--- config.mk ---
export PLATFORM = sky130hd
export DESIGN_NAME = knnrc_ctrl
export DESIGN_NICKNAME = d
export VERILOG_FILES = /design/src/rtl/knnrc_pkg.sv /design/src/rtl/knnrc_ctrl.sv
export SDC_FILE = /design/constraint.sdc
export NUM_CORES = 1
export LEC_CHECK = 0
export BUFFER_PORTS_ARGS = -buffer_cell sky130_fd_sc_hd__buf_2
export CAP_MARGIN = 20
export CORE_MARGIN = 2
export CORE_UTILIZATION = 24
export DETAILED_ROUTE_END_ITERATION = 10
export PLACE_DENSITY = 0.78
export SETUP_SLACK_MARGIN = 0.1
export SYNTH_ARGS = -nofsm -noshare
export SYNTH_HDL_FRONTEND = slang
export SYNTH_SLANG_ARGS = --single-unit
--- constraint.sdc ---
create_clock -name clk_i -period 1.8 [get_ports clk_i]
set_input_delay 0 -clock clk_i [delete_from_list [all_inputs] [get_ports clk_i]]
set_output_delay 0 -clock clk_i [all_outputs]
set_load 0.02 [all_outputs]
--- src/rtl/knnrc_pkg.sv ---
// Package for the k-nearest-neighbor regression block with a distance cutoff.
// Holds the sizing constants, register codes, payload and control types.
// No dependencies; the controller, datapath, top level and checker import it.
package knnrc_pkg;

  // Table sizing.
  localparam int unsigned ENTRIES = 64;
  localparam int unsigned DIM     = 64;
  localparam int unsigned MAX_K   = 16;

  // Derived widths.
  localparam int unsigned EntIdxW  = (ENTRIES > 1) ? $clog2(ENTRIES) : 1;
  localparam int unsigned EntCntW  = $clog2(ENTRIES + 1);
  localparam int unsigned DimIdxW  = (DIM > 1) ? $clog2(DIM) : 1;
  localparam int unsigned PosW     = $clog2(DIM + 1);
  localparam int unsigned KW       = $clog2(MAX_K + 1);
  localparam int unsigned SumW     = 33 + KW;
  localparam int unsigned DivCntW  = $clog2(SumW + 1);
  localparam int unsigned VecAddrW = EntIdxW + DimIdxW;
  localparam int unsigned VecDepth = ENTRIES * (2 ** DimIdxW);

  // Configuration registers.
  localparam int unsigned NlW     = 5;
  localparam int unsigned DlW     = 31;
  localparam int unsigned CfgIdxW = 1;
  localparam logic [CfgIdxW-1:0] CfgNeighborLimit = 1'b0;
  localparam logic [CfgIdxW-1:0] CfgDistanceLimit = 1'b1;
  localparam logic [NlW-1:0] NlReset = 5'd5;
  localparam logic [DlW-1:0] DlReset = 31'd3277;

  // Request kinds.
  localparam logic ReqInsert = 1'b0;
  localparam logic ReqQuery  = 1'b1;

  typedef struct packed {
    logic               req_type;
    logic signed [31:0] feature_value;
    logic               is_last;
    logic signed [31:0] target_value;
  } in_item_t;

  typedef struct packed {
    logic               is_query_result;
    logic signed [31:0] prediction;
    logic [4:0]         neighbors_used;
    logic               insert_dropped;
    logic [6:0]         table_size;
  } out_item_t;

  typedef enum logic [3:0] {
    StIdle,
    StQScan,
    StSelInit,
    StSelScan,
    StSelCheck,
    StSelAdd,
    StDivStart,
    StDivRun,
    StOut
  } state_e;

  // Commands from the controller to the datapath.
  typedef struct packed {
    logic accept;
    logic scan_clr;
    logic scan_query;
    logic scan_run;
    logic sel_init;
    logic sel_take;
    logic sel_add;
    logic div_start;
    logic div_run;
    logic out_load_query;
  } ctrl_cmd_t;

  // Status from the datapath to the controller.
  typedef struct packed {
    logic scan_needed;
    logic scan_done;
    logic item_last;
    logic k_zero;
    logic k_reached;
    logic sel_stop;
    logic div_done;
    logic out_free;
  } dp_status_t;

endpackage

--- src/rtl/knnrc_ctrl.sv ---
// Controller state machine of the nearest-neighbor block.
// Depends on knnrc_pkg; drives commands into knnrc_dp and reads its status.
module knnrc_ctrl import knnrc_pkg::*; (
  input  logic       clk_i,
  input  logic       rst_ni,
  input  logic       in_valid_i,
  input  in_item_t   in_item_i,
  input  dp_status_t status_i,
  output logic       in_stall_o,
  output ctrl_cmd_t  cmd_o
);

  state_e state_q, state_d;
  logic   stall;

  // State register.
  always_ff @(posedge clk_i or negedge rst_ni) begin
    if (!rst_ni) begin
      state_q <= StIdle;
    end else begin
      state_q <= state_d;
    end
  end

  // Next state and commands.
  always_comb begin
    state_d = state_q;
    cmd_o   = '0;
    stall   = 1'b1;
    unique case (state_q)
      StIdle: begin
        // An insert that ends its vector needs the output register right away.
        stall = in_item_i.is_last && (in_item_i.req_type == ReqInsert) &&
                !status_i.out_free;
        if (in_valid_i && !stall) begin
          cmd_o.accept = 1'b1;
          if (in_item_i.req_type == ReqQuery) begin
            if (status_i.scan_needed) begin
              cmd_o.scan_clr   = 1'b1;
              cmd_o.scan_query = 1'b1;
              state_d          = StQScan;
            end else if (in_item_i.is_last) begin
              state_d = StSelInit;
            end
          end
        end
      end
      StQScan: begin
        cmd_o.scan_run = 1'b1;
        if (status_i.scan_done) begin
          state_d = status_i.item_last ? StSelInit : StIdle;
        end
      end
      StSelInit: begin
        cmd_o.sel_init = 1'b1;
        if (status_i.k_zero) begin
          state_d = StDivStart;
        end else begin
          cmd_o.scan_clr = 1'b1;
          state_d        = StSelScan;
        end
      end
      StSelScan: begin
        cmd_o.scan_run = 1'b1;
        if (status_i.scan_done) begin
          state_d = StSelCheck;
        end
      end
      StSelCheck: begin
        if (status_i.sel_stop) begin
          state_d = StDivStart;
        end else begin
          cmd_o.sel_take = 1'b1;
          state_d        = StSelAdd;
        end
      end
      StSelAdd: begin
        cmd_o.sel_add = 1'b1;
        if (status_i.k_reached) begin
          state_d = StDivStart;
        end else begin
          cmd_o.scan_clr = 1'b1;
          state_d        = StSelScan;
        end
      end
      StDivStart: begin
        cmd_o.div_start = 1'b1;
        state_d         = StDivRun;
      end
      StDivRun: begin
        if (status_i.div_done) begin
          state_d = StOut;
        end else begin
          cmd_o.div_run = 1'b1;
        end
      end
      StOut: begin
        if (status_i.out_free) begin
          cmd_o.out_load_query = 1'b1;
          state_d              = StIdle;
        end
      end
      default: begin
        state_d = StIdle;
      end
    endcase
  end

  assign in_stall_o = stall;

endmodule

== After elaboration in Yosys (flattened, before gate mapping) ==
Index checks and enable logic that the tools add are counted.
Operators by class
  reduce and logical (&&, ||, !) cells: 8
  shift operators: 0
  mux-type cells: 32
  add/subtract/negate cells: 0
  equality and inequality tests: 15
  bitwise logic cells: 1
  multiply operators: 0
  magnitude comparators: 0
  div/mod/pow operators: 0
Operators by type and width (count)
  4-bit one-hot mux with 9 select lines: 1
  4-bit 2-to-1 mux: 8
  4-bit by 3-bit equality test with 1-bit output (second input constant): 4
  1-bit 2-to-1 mux: 15
  2-bit inequality test (second input constant): 6
  3-bit 2-to-1 mux: 3
  4-bit by 2-bit equality test with 1-bit output (second input constant): 2
  2-bit 2-to-1 mux: 4
  7-bit AND reduction: 1
  4-bit by 1-bit equality test with 1-bit output (second input constant): 1
  4-bit equality test (second input constant): 1
  4-bit logical NOT: 1
  1-bit logical AND: 3
  3-bit inequality test (second input constant): 1
  1-bit one-hot mux with 3 select lines: 1
  1-bit logical NOT: 2
  2-bit OR reduction: 1
  1-bit NOT: 1
Storage, ports and cells
  register bits after elaboration: 4
  output and inout port bits: 11
  latch bits: 0
  input port bits: 77
  bits in read-only memories: 0
  memory bits (writable): 0
  memories: 0

== Longest topological paths before layout ==
  depth in word-level cells: 7
  mapped depth: 5
  mapped depth without buffers: 4

== Worst setup path before layout ==
Ideal clock, no wire load.
  path kind: reg2reg
  start point: register state_q[3]
  end point: register state_q[2]
  setup slack: 234 ps
  arrival: 1498 ps
  period minus slack after synthesis: 1566 ps
  data required time: 1732 ps
  setup time: 68 ps
  stages on the path, launching flop included: 6
  path through: dfrtp_1 -> buf_2 -> nor2b_1 -> nand2_1 -> nor3b_1 -> nand2b_1
On the way
  word-level cells in the longest chain between the ends: 3
  elaborated cells on any way between the ends: 18
  classes of those cells: eq/ne (15); mux (1); reduce/logical (2)
Ends and longest elaborated chain
  start: declaration: line knnrc_ctrl.sv:13  | state_e state_q, state_d;
  start signal: assignment: line knnrc_ctrl.sv:19  | state_q <= StIdle;
  start signal: assignment: line knnrc_ctrl.sv:21  | state_q <= state_d;
  4-bit by 1-bit equality test with 1-bit output (tied with other cells): line knnrc_ctrl.sv:30  | unique case (state_q)
  2-bit inequality test (no line) / 3-bit inequality test (equally long branches)
  7-bit AND reduction (no line)
Several ways; a longest one is shown, not always the timed one.
A chain may end at the register's enable or synchronous reset.

==> impl_metrics.tcl <==
set metrics [dict create \
    status "finished, final reports clean" \
    hold_violations 0 \
    drv_cap 0 \
    skew_ps 5.15 \
    crit_cells 5 \
    final_layout_size_suffix_gt1_share_pct 45.1 \
    ys_seq_area_share_pct 22.3 \
    dp_hpwl_um 927 \
    utilization_pct 39.1 \
    cts.sinks 4 \
    layout_commonest_cell "buf_2" \
    multi_input_comb_area_um2 325 \
    tritoncts "yes" \
    reg_top3 "state_q x4" \
    worstSkewPairLatency_ps 240 \
    synth_cell_types 34 \
    fin_crit_ps 1640 \
    grt_usage_pct 14.1 \
    antenna_cells 0 \
    place_area_um2 581 \
    clkSlewWorstSetupHoldPaths_ps 30 \
    hold_ws_ps 65.4 \
    antenna_found_initial 0 \
    grt_max_degree 12 \
    overflow 0 \
    final_cell_mix "buf_2, buf_4, nor2_1" \
    ant_nets 0 \
    grt_pass1_wl_um 2150 \
    wl_per_cell_um 11.6 \
    dr.pass1.iters 4 \
    h-tree-depth 1 \
    drtIter0Drc 11 \
    ios 88 \
    post-route-cell-area_um2 683 \
    avgSynthCellArea_um2 7.47 \
    largest-register "state_q" \
    dieArea_um2 2230 \
    leakage_nw 0.336 \
    dp_slack_ps 220 \
    gp_congestion 0.772 \
    totalWireLength_um 1350 \
    critPathLaunch "state_q[1]" \
    grt_pass1_vias 530 \
    crit_slowest_cell "or3_1" \
    viasPerCell 5.04 \
    critPathRequiredTime_ps 1800 \
    synth_area_um2 448 \
    crit_path_end_kind "output pin" \
    syn_inst 60 \
    hp-start "status_i[1]" \
    initial_utilization_pct 25.7 \
    cp-start-kind "flop" \
    max_slew_margin_pct 72.4 \
    post-route-period-util_pct 90.9 \
    seqCellArea_um2 103 \
    critPathKind "flop to output pin" \
    areaGrowthSynthToFinish_pct 52.5 \
    hold_class "primary input to flop" \
    cts_buffers 3 \
    vias 585 \
    rr_worst_depth 5 \
    fillerInstances 194 \
    yosysWarningCount 0 \
    rsz0062_at_grt "false" \
    numPortBuffers 23 \
    clk_path_buf_depth 2 \
    fin_nets 170 \
    cts-root-buf "clkbuf_4" \
    setup_tns_ps 0 \
    path_delay_family "simple AND/OR/NAND/NOR gates" \
    largest_reg_flops 4 \
    rows 15 \
    powerDensity_nw_per_um2 1620 \
    path_buf_inv 1 \
    fin_ws_ps 164 \
    setup_viol 0 \
    reg2reg_from "state_q[0]" \
    die_height_um 47.2 \
    ir_drop_mv 0.596 \
    die-width_um 47.2 \
    syn_nets 137 \
    path_cells "or3_1 > nor2_2 > and4_1 > or2_1 > buf_4" \
    power_mw 1.11 \
    hold_depth 3 \
    timing.fmax_mhz 611 \
    final_cells 116 \
    cp_max_fo 4 \
    worst_slew_pin_slew_ps 414 \
    dp.cells 105 \
    drc 0 \
    maxSlewViolCount 0 \
    crit_path_max_incr_delay_ps 440 \
    crit_arrival_ps 1640 \
    ys_seq_elements 4 \
    fp.coreArea_um2 1750 \
]
-- cell type report --
class | count | area share (%)
Multi-Input combinational cell | 49 | 47.6
Timing Repair Buffer | 32 | 27.8
Sequential cell | 4 | 15.0
Tap cell | 25 | 4.58
Clock buffer | 3 | 3.30
Inverter | 3 | 1.65
-- what timing repair did --
item / 4_1_cts / 5_1_grt
gates cloned: 0 / 0
setup endpoints to repair: 2 / 1
pin swaps: 0 / 1
endpoints found under the hold margin: 5 / 0
gates resized for setup: 3 / 3
hold buffers: 2 / 0
setup buffers: 5 / 1
-- cell usage after synthesis --
cell | instances | share of area (%)
a211oi_2 | 1 | 2.8
buf_4 | 1 | 1.7
and2_1 | 1 | 1.4
or3_1 | 2 | 2.8
buf_2 | 2 | 2.2
o21ai_2 | 1 | 2.0
o21ai_1 | 3 | 3.4
nor3b_1 | 1 | 1.7
a22o_1 | 1 | 2.0
and4_1 | 1 | 2.0
nand4_1 | 1 | 1.4
inv_1 | 3 | 2.5
o211ai_2 | 1 | 2.8
nor4_1 | 1 | 1.4
nor2_1 | 8 | 6.7
nor2b_1 | 3 | 4.2
a32oi_1 | 1 | 2.0
or4b_1 | 1 | 2.2
and3_1 | 1 | 1.4
nor4b_1 | 1 | 2.0
dfrtp_1 | 4 | 22
o32ai_1 | 1 | 2.0
nand4bb_1 | 1 | 2.5
nand2b_1 | 4 | 5.6
nor3_1 | 2 | 2.2
and3b_1 | 1 | 2.0
o211ai_1 | 2 | 3.4
nand3_1 | 1 | 1.1
a311oi_1 | 1 | 2.0
a21oi_1 | 2 | 2.2
nand2_1 | 3 | 2.5
clkbuf_1 | 1 | 0.84
or2_1 | 1 | 1.4
a21o_1 | 1 | 1.7
-- routing by layer --
layer | vias up | part of all wire (%) | track usage [%]
li1 | 286 | - | -
met1 | 270 | 47 | 17.8
met2 | 26 | 45 | 21.6
met3 | 3 | 6.1 | 4.62
met4 | 0 | 1.3 | 6.67
met5 | - | 0 | 0
-- path summary, 6_finish.rpt --
| kind | end | slack [ps] |
|---|---|---|
| worst min register to register | state_q[3] | 690 |
| min in group asynchronous | state_q[3] | 90 |
| max in group asynchronous | state_q[2] | 1580 |
| worst min-delay path | state_q[2] | 70 |
| worst max register to register | state_q[1] | 210 |
| worst max-delay path | cmd_o[8] | 160 |
-- logic make-up (layout without fill, tap and decap cells) --
| group | after synthesis | after routing | share of synthesized area, % |
|---|---|---|---|
| AND/OR/NAND/NOR | 34 | 34 | 44.4 |
| AO/OA/AOI/OAI | 15 | 15 | 26.0 |
| flip-flops | 4 | 4 | 22.3 |
| buffers and inverters | 7 | 38 | 7.26 |
-- tightest hold or removal path: cells and delay by family --
family        cells  cell delay [ps]
simple gates      2              180
buf+inv           1               90
-- power by group --
part	switching, mW	internal (mW)	total (mW)
clock	0.0409	0.0748	0.116
combinational	0.436	0.365	0.800
sequential	0.0571	0.135	0.192
total	0.534	0.575	1.11
No activity file was read; power rests on OpenSTA's default activity.
